[src/rtl/core/bfsa_pkg.sv]
`default_nettype none
// ----------------------------------------------------------------------------
// bfsa_pkg: shared definitions for the best-fit segment allocator
// Widths, operation and status codes, the segment entry layout and the
// write port bundle of the segment table.
// ----------------------------------------------------------------------------
package bfsa_pkg;

   localparam int SEG_SLOTS  = 16;
   localparam int SLOT_W     = $clog2(SEG_SLOTS);
   localparam int COUNT_W    = $clog2(SEG_SLOTS + 1);
   localparam int OWNER_W    = 8;
   localparam int UNITS_W    = 16;
   localparam int OPCODE_W   = 2;
   localparam int STATUS_W   = 3;
   localparam int CSR_ADDR_W = 3;
   localparam int CSR_DATA_W = 32;

   localparam logic [OPCODE_W-1:0] OP_ALLOC   = 2'd0;
   localparam logic [OPCODE_W-1:0] OP_RELEASE = 2'd1;
   localparam logic [OPCODE_W-1:0] OP_COMPACT = 2'd2;

   localparam logic [STATUS_W-1:0] ST_OK        = 3'd0;
   localparam logic [STATUS_W-1:0] ST_NO_FIT    = 3'd1;
   localparam logic [STATUS_W-1:0] ST_NOT_FOUND = 3'd2;
   localparam logic [STATUS_W-1:0] ST_FULL      = 3'd3;
   localparam logic [STATUS_W-1:0] ST_ZERO      = 3'd4;

   // Register index taken from the word address bits of the APB port.
   localparam logic [CSR_ADDR_W-3:0] CSR_IDX_MEM_UNITS = '0;

   typedef struct packed {
      logic [OWNER_W-1:0] owner;
      logic [UNITS_W-1:0] base;
      logic [UNITS_W-1:0] length;
   } seg_entry_type;

   typedef struct packed {
      logic              wr_en;
      logic [SLOT_W-1:0] wr_slot;
      seg_entry_type     wr_data;
   } seg_wr_type;

endpackage
`default_nettype wire

[src/rtl/core/bfsa_req_if.sv]
`default_nettype none
// ----------------------------------------------------------------------------
// bfsa_req_if: request channel
// Valid/ready channel that carries one allocator command word.
// ----------------------------------------------------------------------------
interface bfsa_req_if;
   logic                           valid;
   logic                           ready;
   logic [bfsa_pkg::OPCODE_W-1:0]  opcode;
   logic [bfsa_pkg::OWNER_W-1:0]   owner_id;
   logic [bfsa_pkg::UNITS_W-1:0]   request_units;

   modport source (output valid, output opcode, output owner_id, output request_units,
                   input ready);
   modport sink (input valid, input opcode, input owner_id, input request_units,
                 output ready);
endinterface
`default_nettype wire

[src/rtl/core/bfsa_rsp_if.sv]
`default_nettype none
// ----------------------------------------------------------------------------
// bfsa_rsp_if: response channel
// Valid/ready channel that carries one status and granted base word.
// ----------------------------------------------------------------------------
interface bfsa_rsp_if;
   logic                           valid;
   logic                           ready;
   logic [bfsa_pkg::STATUS_W-1:0]  status;
   logic [bfsa_pkg::UNITS_W-1:0]   granted_base;

   modport source (output valid, output status, output granted_base, input ready);
   modport sink (input valid, input status, input granted_base, output ready);
endinterface
`default_nettype wire

[src/rtl/core/bfsa_seg_table.sv]
`default_nettype none
// ----------------------------------------------------------------------------
// bfsa_seg_table: segment table storage
// Holds owner, base and length of each slot. One write and one registered
// read per cycle: rd_data shows the slot addressed in the previous cycle, as
// it stood before that cycle's write. Contents are undefined until written.
// ----------------------------------------------------------------------------
module bfsa_seg_table (
   input  wire                          clock,
   input  wire bfsa_pkg::seg_wr_type    wr,
   input  wire [bfsa_pkg::SLOT_W-1:0]   rd_slot,
   output bfsa_pkg::seg_entry_type      rd_data
);

   bfsa_pkg::seg_entry_type slots_ff [bfsa_pkg::SEG_SLOTS];
   bfsa_pkg::seg_entry_type rd_data_ff;

   always_ff @(posedge clock) begin
      if (wr.wr_en) begin
         slots_ff[wr.wr_slot] <= wr.wr_data;
      end
      rd_data_ff <= slots_ff[rd_slot];
   end

   assign rd_data = rd_data_ff;

endmodule
`default_nettype wire

[src/rtl/core/best_fit_segment_allocator.sv]
`default_nettype none
// ----------------------------------------------------------------------------
// best_fit_segment_allocator: best-fit contiguous region manager
// Keeps a base-sorted segment table and serves allocate, release and compact
// commands with one shared adder/compare unit stepping one slot per cycle.
// ----------------------------------------------------------------------------
// Allocate scans every gap, shifts the tail up where needed to open a hole,
// inserts the segment and loads the response register; a full table is
// rejected at once. Release finds the owner and shifts the tail down; compact
// rebases every segment in turn. A new word is taken the cycle after the
// response loads, so one command is finished before another is accepted. Reset
// clears the segment count and sets memory_units to 65535; the table needs no clearing.
// ----------------------------------------------------------------------------
module best_fit_segment_allocator (
   input  wire                             clock,
   input  wire                             reset,
   bfsa_req_if.sink                        req,
   bfsa_rsp_if.source                      rsp,
   input  wire                             csr_psel,
   input  wire                             csr_penable,
   input  wire                             csr_pwrite,
   input  wire [bfsa_pkg::CSR_ADDR_W-1:0]  csr_paddr,
   input  wire [bfsa_pkg::CSR_DATA_W-1:0]  csr_pwdata,
   output logic [bfsa_pkg::CSR_DATA_W-1:0] csr_prdata,
   output logic                            csr_pready
);

   localparam int CW = bfsa_pkg::COUNT_W;
   localparam int UW = bfsa_pkg::UNITS_W;
   localparam int SW = bfsa_pkg::SLOT_W;

   typedef enum logic [7:0] {
      S_IDLE     = 8'b0000_0001,
      S_SCAN     = 8'b0000_0010,
      S_SHIFT_UP = 8'b0000_0100,
      S_INSERT   = 8'b0000_1000,
      S_FIND     = 8'b0001_0000,
      S_SHIFT_DN = 8'b0010_0000,
      S_COMPACT  = 8'b0100_0000,
      S_DONE     = 8'b1000_0000
   } state_type;

   state_type                       state_ff, state_in;
   logic [CW-1:0]                   idx_ff, idx_in;
   logic [CW-1:0]                   count_ff, count_in;
   logic [bfsa_pkg::OWNER_W-1:0]    owner_ff, owner_in;
   logic [UW-1:0]                   units_ff, units_in;
   logic [UW:0]                     prev_end_ff, prev_end_in;
   logic                            found_ff, found_in;
   logic [UW-1:0]                   best_gap_ff, best_gap_in;
   logic [CW-1:0]                   best_idx_ff, best_idx_in;
   logic [UW-1:0]                   best_start_ff, best_start_in;
   logic [bfsa_pkg::STATUS_W-1:0]   status_ff, status_in;
   logic [UW-1:0]                   base_ff, base_in;
   logic                            rsp_valid_ff, rsp_valid_in;
   logic [bfsa_pkg::STATUS_W-1:0]   rsp_status_ff, rsp_status_in;
   logic [UW-1:0]                   rsp_base_ff, rsp_base_in;
   logic [UW-1:0]                   mem_units_ff, mem_units_in;

   bfsa_pkg::seg_wr_type            tbl_wr;
   bfsa_pkg::seg_entry_type         tbl_rd;
   logic [CW-1:0]                   rd_idx;
   logic [CW-1:0]                   idx_up;
   logic [CW-1:0]                   idx_dn;

   // Shared unit: one adder and the gap compare.
   logic [UW-1:0]                   add_a;
   logic [UW:0]                     add_sum;
   logic [UW:0]                     gap_start;
   logic [UW:0]                     gap_end;
   logic [UW-1:0]                   gap;
   logic                            gap_fits;

   logic                            csr_sel_units;
   logic                            req_fire;

   bfsa_seg_table u_table (
      .clock   (clock),
      .wr      (tbl_wr),
      .rd_slot (rd_idx[SW-1:0]),
      .rd_data (tbl_rd)
   );

   // Configuration port.
   assign csr_pready    = 1'b1;
   assign csr_sel_units = (csr_paddr[bfsa_pkg::CSR_ADDR_W-1:2] == bfsa_pkg::CSR_IDX_MEM_UNITS);

   always_comb begin
      mem_units_in = mem_units_ff;
      if (csr_psel && csr_penable && csr_pwrite && csr_sel_units) begin
         mem_units_in = csr_pwdata[UW-1:0];
      end
   end

   always_comb begin
      csr_prdata = '0;
      if (csr_sel_units) begin
         csr_prdata = {{(bfsa_pkg::CSR_DATA_W - UW){1'b0}}, mem_units_ff};
      end
   end

   assign req.ready        = (state_ff == S_IDLE);
   assign req_fire         = req.valid && (state_ff == S_IDLE);
   assign rsp.valid        = rsp_valid_ff;
   assign rsp.status       = rsp_status_ff;
   assign rsp.granted_base = rsp_base_ff;

   assign idx_up = idx_ff + CW'(1);
   assign idx_dn = idx_ff - CW'(1);

   // The table read is registered, so the address is formed from the next
   // state and index; tbl_rd then holds the slot that this cycle works on.
   always_comb begin
      case (state_in)
         S_SHIFT_UP: rd_idx = idx_in - CW'(1);
         S_SHIFT_DN: rd_idx = idx_in + CW'(1);
         default:    rd_idx = idx_in;
      endcase
   end

   // During compact prev_end holds the running base of the next segment.
   assign add_a   = (state_ff == S_COMPACT) ? prev_end_ff[UW-1:0] : tbl_rd.base;
   assign add_sum = {1'b0, add_a} + {1'b0, tbl_rd.length};

   assign gap_start = (idx_ff == '0) ? '0 : prev_end_ff;
   assign gap_end   = (idx_ff < count_ff) ? {1'b0, tbl_rd.base} : {1'b0, mem_units_ff};
   assign gap       = (gap_end > gap_start) ? UW'(gap_end - gap_start) : '0;
   assign gap_fits  = (gap >= units_ff) && (!found_ff || (gap < best_gap_ff));

   always_comb begin
      state_in      = state_ff;
      idx_in        = idx_ff;
      count_in      = count_ff;
      owner_in      = owner_ff;
      units_in      = units_ff;
      prev_end_in   = prev_end_ff;
      found_in      = found_ff;
      best_gap_in   = best_gap_ff;
      best_idx_in   = best_idx_ff;
      best_start_in = best_start_ff;
      status_in     = status_ff;
      base_in       = base_ff;
      rsp_valid_in  = rsp_valid_ff;
      rsp_status_in = rsp_status_ff;
      rsp_base_in   = rsp_base_ff;
      tbl_wr        = '0;

      if (rsp.ready) begin
         rsp_valid_in = 1'b0;
      end

      case (state_ff)
         S_IDLE: begin
            if (req_fire) begin
               owner_in    = req.owner_id;
               units_in    = req.request_units;
               idx_in      = '0;
               found_in    = 1'b0;
               prev_end_in = '0;
               base_in     = '0;
               status_in   = bfsa_pkg::ST_OK;
               case (req.opcode)
                  bfsa_pkg::OP_ALLOC: begin
                     if (req.request_units == '0) begin
                        status_in = bfsa_pkg::ST_ZERO;
                        state_in  = S_DONE;
                     end else if (count_ff == CW'(bfsa_pkg::SEG_SLOTS)) begin
                        status_in = bfsa_pkg::ST_FULL;
                        state_in  = S_DONE;
                     end else begin
                        state_in = S_SCAN;
                     end
                  end
                  bfsa_pkg::OP_RELEASE: state_in = S_FIND;
                  bfsa_pkg::OP_COMPACT: state_in = S_COMPACT;
                  default:              state_in = S_DONE;
               endcase
            end
         end

         S_SCAN: begin
            prev_end_in = add_sum;
            if (gap_fits) begin
               found_in      = 1'b1;
               best_gap_in   = gap;
               best_idx_in   = idx_ff;
               best_start_in = gap_start[UW-1:0];
            end
            if (idx_ff == count_ff) begin
               if (!found_in) begin
                  status_in = bfsa_pkg::ST_NO_FIT;
                  state_in  = S_DONE;
               end else if (best_idx_in == count_ff) begin
                  state_in = S_INSERT;
               end else begin
                  idx_in   = count_ff;
                  state_in = S_SHIFT_UP;
               end
            end else begin
               idx_in = idx_up;
            end
         end

         S_SHIFT_UP: begin
            // Open a hole at the chosen slot, moving the tail up by one.
            tbl_wr.wr_en   = 1'b1;
            tbl_wr.wr_slot = idx_ff[SW-1:0];
            tbl_wr.wr_data = tbl_rd;
            idx_in         = idx_dn;
            if (idx_dn == best_idx_ff) begin
               state_in = S_INSERT;
            end
         end

         S_INSERT: begin
            tbl_wr.wr_en          = 1'b1;
            tbl_wr.wr_slot        = best_idx_ff[SW-1:0];
            tbl_wr.wr_data.owner  = owner_ff;
            tbl_wr.wr_data.base   = best_start_ff;
            tbl_wr.wr_data.length = units_ff;
            count_in              = count_ff + CW'(1);
            status_in             = bfsa_pkg::ST_OK;
            base_in               = best_start_ff;
            state_in              = S_DONE;
         end

         S_FIND: begin
            if (idx_ff == count_ff) begin
               status_in = bfsa_pkg::ST_NOT_FOUND;
               state_in  = S_DONE;
            end else if (tbl_rd.owner == owner_ff) begin
               state_in = S_SHIFT_DN;
            end else begin
               idx_in = idx_up;
            end
         end

         S_SHIFT_DN: begin
            if (idx_up < count_ff) begin
               tbl_wr.wr_en   = 1'b1;
               tbl_wr.wr_slot = idx_ff[SW-1:0];
               tbl_wr.wr_data = tbl_rd;
               idx_in         = idx_up;
            end else begin
               count_in  = count_ff - CW'(1);
               status_in = bfsa_pkg::ST_OK;
               state_in  = S_DONE;
            end
         end

         S_COMPACT: begin
            if (idx_ff == count_ff) begin
               status_in = bfsa_pkg::ST_OK;
               state_in  = S_DONE;
            end else begin
               tbl_wr.wr_en          = 1'b1;
               tbl_wr.wr_slot        = idx_ff[SW-1:0];
               tbl_wr.wr_data.owner  = tbl_rd.owner;
               tbl_wr.wr_data.base   = prev_end_ff[UW-1:0];
               tbl_wr.wr_data.length = tbl_rd.length;
               prev_end_in           = add_sum;
               idx_in                = idx_up;
            end
         end

         S_DONE: begin
            // Load the response word once the output register is free.
            if (!rsp_valid_ff || rsp.ready) begin
               rsp_valid_in  = 1'b1;
               rsp_status_in = status_ff;
               rsp_base_in   = base_ff;
               state_in      = S_IDLE;
            end
         end

         default: begin
            state_in = S_IDLE;
         end
      endcase
   end

   always_ff @(posedge clock) begin
      if (reset) begin
         state_ff     <= S_IDLE;
         count_ff     <= '0;
         rsp_valid_ff <= 1'b0;
         mem_units_ff <= '1;
      end else begin
         state_ff     <= state_in;
         count_ff     <= count_in;
         rsp_valid_ff <= rsp_valid_in;
         mem_units_ff <= mem_units_in;
      end
   end

   always_ff @(posedge clock) begin
      idx_ff        <= idx_in;
      owner_ff      <= owner_in;
      units_ff      <= units_in;
      prev_end_ff   <= prev_end_in;
      found_ff      <= found_in;
      best_gap_ff   <= best_gap_in;
      best_idx_ff   <= best_idx_in;
      best_start_ff <= best_start_in;
      status_ff     <= status_in;
      base_ff       <= base_in;
      rsp_status_ff <= rsp_status_in;
      rsp_base_ff   <= rsp_base_in;
   end

endmodule
`default_nettype wire

[src/flat_wrapper.sv]
// flat-port wrapper written by rule: the top's interface ports become plain ports
module best_fit_segment_allocator_flat 
  (clock, reset, csr_psel, csr_penable, csr_pwrite, csr_paddr, csr_pwdata, csr_prdata, csr_pready, req_valid, req_opcode, req_owner_id, req_request_units, req_ready, rsp_valid, rsp_status, rsp_granted_base, rsp_ready);
  bfsa_req_if req_i ();
  bfsa_rsp_if rsp_i ();
  input  wire clock;
  input  wire reset;
  input  wire csr_psel;
  input  wire csr_penable;
  input  wire csr_pwrite;
  input  wire [bfsa_pkg::CSR_ADDR_W-1:0] csr_paddr;
  input  wire [bfsa_pkg::CSR_DATA_W-1:0] csr_pwdata;
  output logic [bfsa_pkg::CSR_DATA_W-1:0] csr_prdata;
  output logic csr_pready;
  input wire logic [$bits(req_i.valid)-1:0] req_valid;
  input wire logic [$bits(req_i.opcode)-1:0] req_opcode;
  input wire logic [$bits(req_i.owner_id)-1:0] req_owner_id;
  input wire logic [$bits(req_i.request_units)-1:0] req_request_units;
  output wire logic [$bits(req_i.ready)-1:0] req_ready;
  output wire logic [$bits(rsp_i.valid)-1:0] rsp_valid;
  output wire logic [$bits(rsp_i.status)-1:0] rsp_status;
  output wire logic [$bits(rsp_i.granted_base)-1:0] rsp_granted_base;
  input wire logic [$bits(rsp_i.ready)-1:0] rsp_ready;
  assign req_i.valid = req_valid;
  assign req_i.opcode = req_opcode;
  assign req_i.owner_id = req_owner_id;
  assign req_i.request_units = req_request_units;
  assign req_ready = req_i.ready;
  assign rsp_valid = rsp_i.valid;
  assign rsp_status = rsp_i.status;
  assign rsp_granted_base = rsp_i.granted_base;
  assign rsp_i.ready = rsp_ready;
  best_fit_segment_allocator u_core (.clock(clock), .reset(reset), .req(req_i), .rsp(rsp_i), .csr_psel(csr_psel), .csr_penable(csr_penable), .csr_pwrite(csr_pwrite), .csr_paddr(csr_paddr), .csr_pwdata(csr_pwdata), .csr_prdata(csr_prdata), .csr_pready(csr_pready));
endmodule
[config.mk]
export PLATFORM = sky130hd
export DESIGN_NAME = best_fit_segment_allocator_flat
export DESIGN_NICKNAME = d
export VERILOG_FILES = /design/src/rtl/core/bfsa_pkg.sv /design/src/rtl/core/bfsa_req_if.sv /design/src/rtl/core/bfsa_rsp_if.sv /design/src/rtl/core/bfsa_seg_table.sv /design/src/rtl/core/best_fit_segment_allocator.sv /design/src/flat_wrapper.sv
export SDC_FILE = /design/constraint.sdc
export NUM_CORES = 1
export LEC_CHECK = 0
export CAP_MARGIN = 0
export CORE_MARGIN = 4
export CORE_UTILIZATION = 55
export CTS_CLUSTER_DIAMETER = 50
export CTS_CLUSTER_SIZE = 28
export DETAILED_ROUTE_END_ITERATION = 8
export DONT_BUFFER_PORTS = 1
export PLACE_DENSITY_LB_ADDON = 0.12
export SYNTH_ARGS = -nofsm -noshare
export SYNTH_HDL_FRONTEND = slang
export SYNTH_HIERARCHICAL = 1
export SYNTH_SLANG_ARGS = --single-unit
export TNS_END_PERCENT = 50
[constraint.sdc]
create_clock -name clock -period 9.5 [get_ports clock]
set_input_delay 2.375 -clock clock [delete_from_list [all_inputs] [get_ports clock]]
set_output_delay 2.375 -clock clock [all_outputs]
set_load 0.1 [all_outputs]
Word-level counts from Yosys, hierarchy flattened --
Memory sizes are Yosys's and may differ from the RTL's. A register that Yosys moved wholly into a read port is not among the register bits. Index checks and enable logic that the tools add are counted.
Storage, ports and cells: register bits 152, memory bits (writable) 640, input port bits 68, output and inout port bits 54, word-level logic and storage cells 140, memories 1
Operators by class: $add $sub $neg 8, order comparisons 5, equal/unequal tests 24, mux-type cells 60, bitwise logic cells 1, reductions and logical operators 25
Memory list:
- u_core.u_table.slots_ff | words 16, bits a word 40, read ports 1, clocked after Yosys merged registers in 1, wr ports 1, RTL line bfsa_seg_table.sv:15 | bfsa_pkg::seg_entry_type slots_ff [bfsa_pkg::SEG_SLOTS];
Operators with widths (number):
- $pmux 45 s4 | 1
- $mux 45 | 2
- $mux 8 | 11
- $mux 16 | 5
- $pmux 8 s8 | 1
- $mux 5 | 11
- $mux 17 | 3
- $pmux 17 s3 | 1
- $pmux 16 s2 | 1
- $pmux 5 s6 | 1
- $mux 3 | 8
- $pmux 8 s3 | 1
- $pmux 3 s6 | 1
- $add 16x16->17 | 1
- $gt 16x17->1 | 1
- $eq 8x3->1 const B | 2
- $eq 8x6->1 const B | 2
- $ge 16x16->1 | 1
- $logic_not 16->1 | 1
- $lt 16x16->1 | 1
- $sub 16x16->16 | 1
- $eq 5x5->1 | 3
- $reduce_and 2->1 | 6
- $add 5x1->5 const B | 2
- 33 further kinds | 55

Depth between registers and ports, before layout --
word-level depth 16, depth in mapped cells 46, mapped depth without buffers 41

Modules after synthesis --
The synthesis kept the hierarchy.
Modules (own cells, without submodules):
- bfsa_seg_table | instances 1, cells each 1040, area an instance 25131.6 um2, sequential area each 20019.2 um2
- best_fit_segment_allocator | instances 1, cells each 1046, area an instance 10107.2 um2, sequential area each 4224.1 um2

Least setup slack after synthesis --
Ideal clock, no wire load.
path type reg-to-reg, start point register u_core.idx_ff[0], end point register, netlist name u_core/u_table/rd_data[0], library setup time 0.060 ns, arrival time 8.857 ns, data required time 9.440 ns, setup slack 0.583 ns, stages on the path, launching flop included 45, path buffers 5, period minus slack after synthesis 8.917 ns, cell sequence dfxtp_1 clkbuf_1 inv_1 ha_1 nor2b_1 o21a_1 o21a_1 o21ai_0 nand2b_1 clkbuf_1 buf_1 mux2_2 ha_1 nor2b_1 o21ai_0 a21boi_0 o21ai_0 a21oi_1 (+9 left out) o31a_1 nand4b_2 o311a_4 a22oi_4 nor2_1 a221oi_1 o21ai_1 ha_1 and3b_1 o21a_1 a31o_1 o32ai_2 xor2_1 and2_1 clkbuf_1 clkbuf_1 a22oi_1 nand2_1
On the way: cells in the longest elaborated chain, start to end 16, elaborated cells on any way between the ends 43, classes of those cells add/sub (5); order compare (5); eq/ne (5); mux (25); reduce/logical (3)
Ends and longest elaborated chain:
- start: declaration | RTL line best_fit_segment_allocator.sv:44 | logic [CW-1:0] idx_ff, idx_in;
- start signal: assignment | RTL line best_fit_segment_allocator.sv:297 | idx_ff <= idx_in;
- $lt 5x5->1 / $logic_not 5->1 (equally long branches) | RTL line best_fit_segment_allocator.sv:126, best_fit_segment_allocator.sv:125
- $mux 16 / $mux 17 (equally long branches) | RTL line best_fit_segment_allocator.sv:126, best_fit_segment_allocator.sv:125
- $sub 16x16->16 / $gt 16x17->1 (equally long branches) | RTL line best_fit_segment_allocator.sv:127 | assign gap = (gap_end > gap_start) ? UW'(gap_end - gap_start) : '0;
- $mux 16 (*) | RTL line best_fit_segment_allocator.sv:127
- via u_core.gap[14] | RTL line best_fit_segment_allocator.sv:71 | logic [UW-1:0] gap;
- $lt 16x16->1 | RTL line best_fit_segment_allocator.sv:128 | assign gap_fits = (gap >= units_ff) && (!found_ff || (gap < best_gap_ff));
- $logic_or 1x1->1 | RTL line best_fit_segment_allocator.sv:128
- $logic_and 1x1->1 (*) | RTL line best_fit_segment_allocator.sv:128
- (+3 left out)
- $mux 5 | RTL line best_fit_segment_allocator.sv:193 | end else if (best_idx_in == count_ff) begin
- $mux 5 (*) | RTL line best_fit_segment_allocator.sv:190 | if (!found_in) begin
- $mux 5 (*) | RTL line best_fit_segment_allocator.sv:189 | if (idx_ff == count_ff) begin
- $pmux 5 s6 (*) | RTL line best_fit_segment_allocator.sv:152 | case (state_ff)
- via u_core.idx_in[1] | RTL line best_fit_segment_allocator.sv:44
- $add 4x1->4 / $sub 4x1->4 (equally long branches) | RTL line best_fit_segment_allocator.sv:116, best_fit_segment_allocator.sv:115
- $pmux 4 s2 (*) | RTL line best_fit_segment_allocator.sv:114 | case (state_in)
- via u_core.rd_idx[3] | RTL line best_fit_segment_allocator.sv:62 | logic [CW-1:0] rd_idx;
Mark *: on every way through the listed nets, which the timed path passes. The rest lies on a longest branch. The select of a mux whose other input is x is not followed. A chain may end at the register's enable or synchronous reset.

Final worst setup path --
start point register u_core.count_ff[1], end point register, netlist name u_core/u_table/rd_data[30]
On the way: cells in the longest elaborated chain, start to end 16, elaborated cells on any way between the ends 40, classes of those cells add/sub (3); order compare (5); eq/ne (5); mux (25); reduce/logical (2)
Ends and longest elaborated chain:
- start: declaration | RTL line best_fit_segment_allocator.sv:45 | logic [CW-1:0] count_ff, count_in;
- start signal: assignment | RTL line best_fit_segment_allocator.sv:290 | count_ff <= count_in;
- $lt 5x5->1 (*) | RTL line best_fit_segment_allocator.sv:126 | assign gap_end = (idx_ff < count_ff) ? {1'b0, tbl_rd.base} : {1'b0, mem_units_ff};
- $mux 16 (*) | RTL line best_fit_segment_allocator.sv:126
- $sub 16x16->16 / $gt 16x17->1 (equally long branches) | RTL line best_fit_segment_allocator.sv:127
- $mux 16 (*) | RTL line best_fit_segment_allocator.sv:127
- via u_core.gap[14] | RTL line best_fit_segment_allocator.sv:71
- $lt 16x16->1 | RTL line best_fit_segment_allocator.sv:128
- $logic_or 1x1->1 | RTL line best_fit_segment_allocator.sv:128
- $logic_and 1x1->1 (*) | RTL line best_fit_segment_allocator.sv:128
- (+3 left out)
- $mux 5 | RTL line best_fit_segment_allocator.sv:193
- $mux 5 (*) | RTL line best_fit_segment_allocator.sv:190
- $mux 5 (*) | RTL line best_fit_segment_allocator.sv:189
- $pmux 5 s6 (*) | RTL line best_fit_segment_allocator.sv:152
- via u_core.idx_in[1] | RTL line best_fit_segment_allocator.sv:44
- $add 4x1->4 / $sub 4x1->4 (equally long branches) | RTL line best_fit_segment_allocator.sv:116, best_fit_segment_allocator.sv:115
- $pmux 4 s2 (*) | RTL line best_fit_segment_allocator.sv:114
- via u_core.rd_idx[3] | RTL line best_fit_segment_allocator.sv:62
Marked as above.

==> results.toml <==
[logic_synthesis]
ys.flop_type = "edfxtp_1"
synth-edff-count = 758
synth.area.top_cells = "edfxtp_1 65%, mux4_2 6.4%, mux4_1 4.5%, dfxtp_1 4.2%, ha_1 2.9%"
async_reset_ff_frac = 0
syn-cell-area_sq_um = 35240
yosys.area.top_type = "edfxtp_1"
synth_top_area_frac = 0.6459
ys_types = 80
avgSynthCellArea_sq_um = 16.89
synth_warnings = 6
synthTopCellsByCount = "758 x edfxtp_1, 177 x nand2_1, 106 x nor2_1, 100 x mux4_2, 86 x a22oi_1"
post-synth-top-count-cell = "edfxtp_1"
yosys_register_bits = 832
synth.yosys.seq_area_share = 0.6880
syn_inst = 2086

[route]
ant_nets = 0
drt-total-wl_um = 84970
drtIter0Drc = 1573
wl_per_cell_um = 27.17
detailroute.via_count = 19360
viasPerCell = 6.191
drc_errors = 0
drt_first_pass_iters = 6

[cells_and_area]
layout-drive-gt1-share = 0.2043
fin_nets = 2363
seq_area_sq_um = 24240
fillers = 4427
syn_to_final_growth_pct = 14.17
diodes = 0
multi_input_area_sq_um = 10330

[clock_tree]
postCtsHoldBufs = 0
clk_path_buf_depth = 3
cts_root_buf = "clkbuf_16"
cts_buffers = 86
clk-insertion-delay-late_ns = 0.64
cts.clk_slew.worst_paths_ns = 0.06
cts.sinks = 832
cts_tree = "yes"
cts.htree.levels = 3

[timing]
period_needed_ns = 9.015
slew_headroom = 0.2485
finalSetupTns_ns = 0
skew_ns = 0.02433
setup_ws_ns = 0.4848
finalHoldViolations = 0
worst_pin_slew_ns = 1.122
drv_slew = 0
post-route-period-util = 0.9490
max_freq_mhz = 110.9
setup_viol = 0

[placement]
io_buffer_count = 0
hpwlAfterDp_um = 51120
dp_worst_setup_slack_ns = 0.1467
place_congestion = 0.8951

[power]
fin_total_pwr_mw = 10.95
leakage_nw = 12.62
vdd_drop_max_v = 0.0001561
pwr_density_cell_nw_per_um2 = 272.3

[floorplan]
io_pins = 122
core_sq_um = 63200
start_util = 0.5576
die-area_sq_um = 68180
die_w_um = 261.1
rows = 92
die_h_um = 261.1

[status]
status = "complete, no violations"

[critical_path]
cp-start-kind = "flop"
path_max_fanout = 12
path_class = "flop to flop"
crit_path_end_kind = "flop"
critPathMaxStageDelay_ns = 0.39
worstPathRequired_ns = 10.01
crit_arrival_ns = 9.52
cp_slowest_cell = "fa_1"

[grt]
grt_pass1_wl_um = 124700
grt_max_degree = 51
grt-ovfl-total = 0
grt_pass1_vias = 19320
track_usage = 0.2485
antenna_found_initial = 1

[run]
drv_cap = 0

[hold_path]
hp-class = "flop to flop"
path summary, 6_finish.rpt:
| kind | slack (ns) | startpoint | cells past startpoint | endpoint |
|---|---|---|---|---|
| min reg2reg | 0.42 | u_core/base_ff[9] | 0 | u_core/rsp.granted_base[9] |
| max reg2reg | 0.48 | u_core/count_ff[1] | 46 | u_core/u_table/rd_data[30] |
| min | 0.42 | u_core/base_ff[9] | 0 | u_core/rsp.granted_base[9] |
| max | 0.48 | u_core/count_ff[1] | 46 | u_core/u_table/rd_data[30] |
stage by stage:
stage / instances / cell area, sq um / util / hold slack (ns)
floorplan: 2101 / 35300 / - / 0.4003
global placement: 2960 / 37070 / 0.5866 / 0.4015
detailed placement: 2960 / 37070 / 0.5866 / 0.4079
CTS: 3121 / 40140 / 0.6352 / 0.4233
global route: 3127 / 40230 / 0.6367 / 0.4302
finish: 3127 / 40230 / 0.6367 / 0.4205
power breakdown:
group          switching (mW)  leakage [nW]  internal (mW)  total, mW
clock network            1.62          1.49           1.93       3.56
logic                    1.69          4.69           1.47       3.16
registers               0.135          6.44           4.10       4.24
timing repair:
action                                 in CTS  in global routing
buffers inserted                            0                  6
endpoints found under the hold margin       0                  0
resized for setup                           0                  3
setup endpoints to repair                   0                 40
flip-flops by register name, indices dropped and copies added, names as in the netlist:
register / cells
u_core/idx_ff: 5
u_core/count_ff: 5
u_core/best_start_ff: 16
u_core/base_ff: 16
u_core/units_ff: 16
u_core/rsp.status: 3
u_core/owner_ff: 8
u_core/mem_units_ff: 16
u_core/state_ff: 8
u_core/rsp.granted_base: 16
u_core/status_ff: 3
u_core/found_ff: 1
u_core/best_gap_ff: 16
u_core/prev_end_ff: 17
u_core/best_idx_ff: 5
u_core/u_table/rd_data: 40
u_core/u_table/slots_ff: 640
u_core/rsp.valid: 1
cells by family after synthesis:
kind of cell / synth area share
fa+ha+maj: 0.03174
mux: 0.1162
buf+inv: 0.02684
flops: 0.6880
xor+xnor: 0.01392
simple gates: 0.06373
other cells: 0.0002131
compound gates: 0.05933
layout by cell type, fill, tap and decap left out, types with 17 or more instances in the layout:
| cell type | netlist | routed |
|---|---|---|
| edfxtp_1 | 758 | 758 |
| nand2_1 | 177 | 177 |
| mux4_2 | 100 | 100 |
| buf_4 | 17 | 98 |
| nor2_1 | 106 | 93 |
| clkbuf_16 | 0 | 90 |
| a22oi_1 | 86 | 86 |
| ha_1 | 83 | 83 |
| dfxtp_1 | 74 | 74 |
| inv_1 | 70 | 70 |
| mux4_1 | 60 | 60 |
| a21oi_1 | 45 | 45 |
| xnor2_1 | 32 | 32 |
| o21ai_0 | 28 | 27 |
| a22o_1 | 27 | 27 |
| buf_12 | 11 | 26 |
| xor2_1 | 24 | 23 |
| inv_8 | 0 | 21 |
| mux2_2 | 22 | 21 |
| nand3b_1 | 21 | 21 |
| nor3_1 | 25 | 20 |
| and2_1 | 19 | 18 |
| nor2b_2 | 1 | 18 |
| a221o_1 | 17 | 17 |
| conb_1 | 2 | 17 |
worst max-delay path: cells and delay by family (launching register included):
family | cells | cell delay [ns]
muxes | 1 | 0.13
buffers and inverters | 6 | 0.95
DFF | 1 | 0.33
and+or+nand+nor | 12 | 1.90
AOI/OAI and AO/OA | 20 | 3.76
xor gates and xnor gates | 2 | 0.33
adders and majority gates | 5 | 1.51
area by class of cell:
class                      instances  area share
multi-input combinational       1092      0.2568
inverter                          72    0.006717
tap                              846     0.02631
clock buffer                      94     0.05660
timing repair buffer             124     0.03122
sequential                       832      0.6026
clock inverter                    67     0.01975
routing by layer:
metal	share of wire	GRT usage	wire, um	vias to the layer above
met5	0.00014	0	12	-
met4	0.021	0.06184	1781	2
met3	0.064	0.03887	5400	130
met2	0.50	0.4162	42080	659
met1	0.42	0.3483	35690	10080
li1	-	-	-	8491
Note: power is estimated with default switching activity, not from simulation.
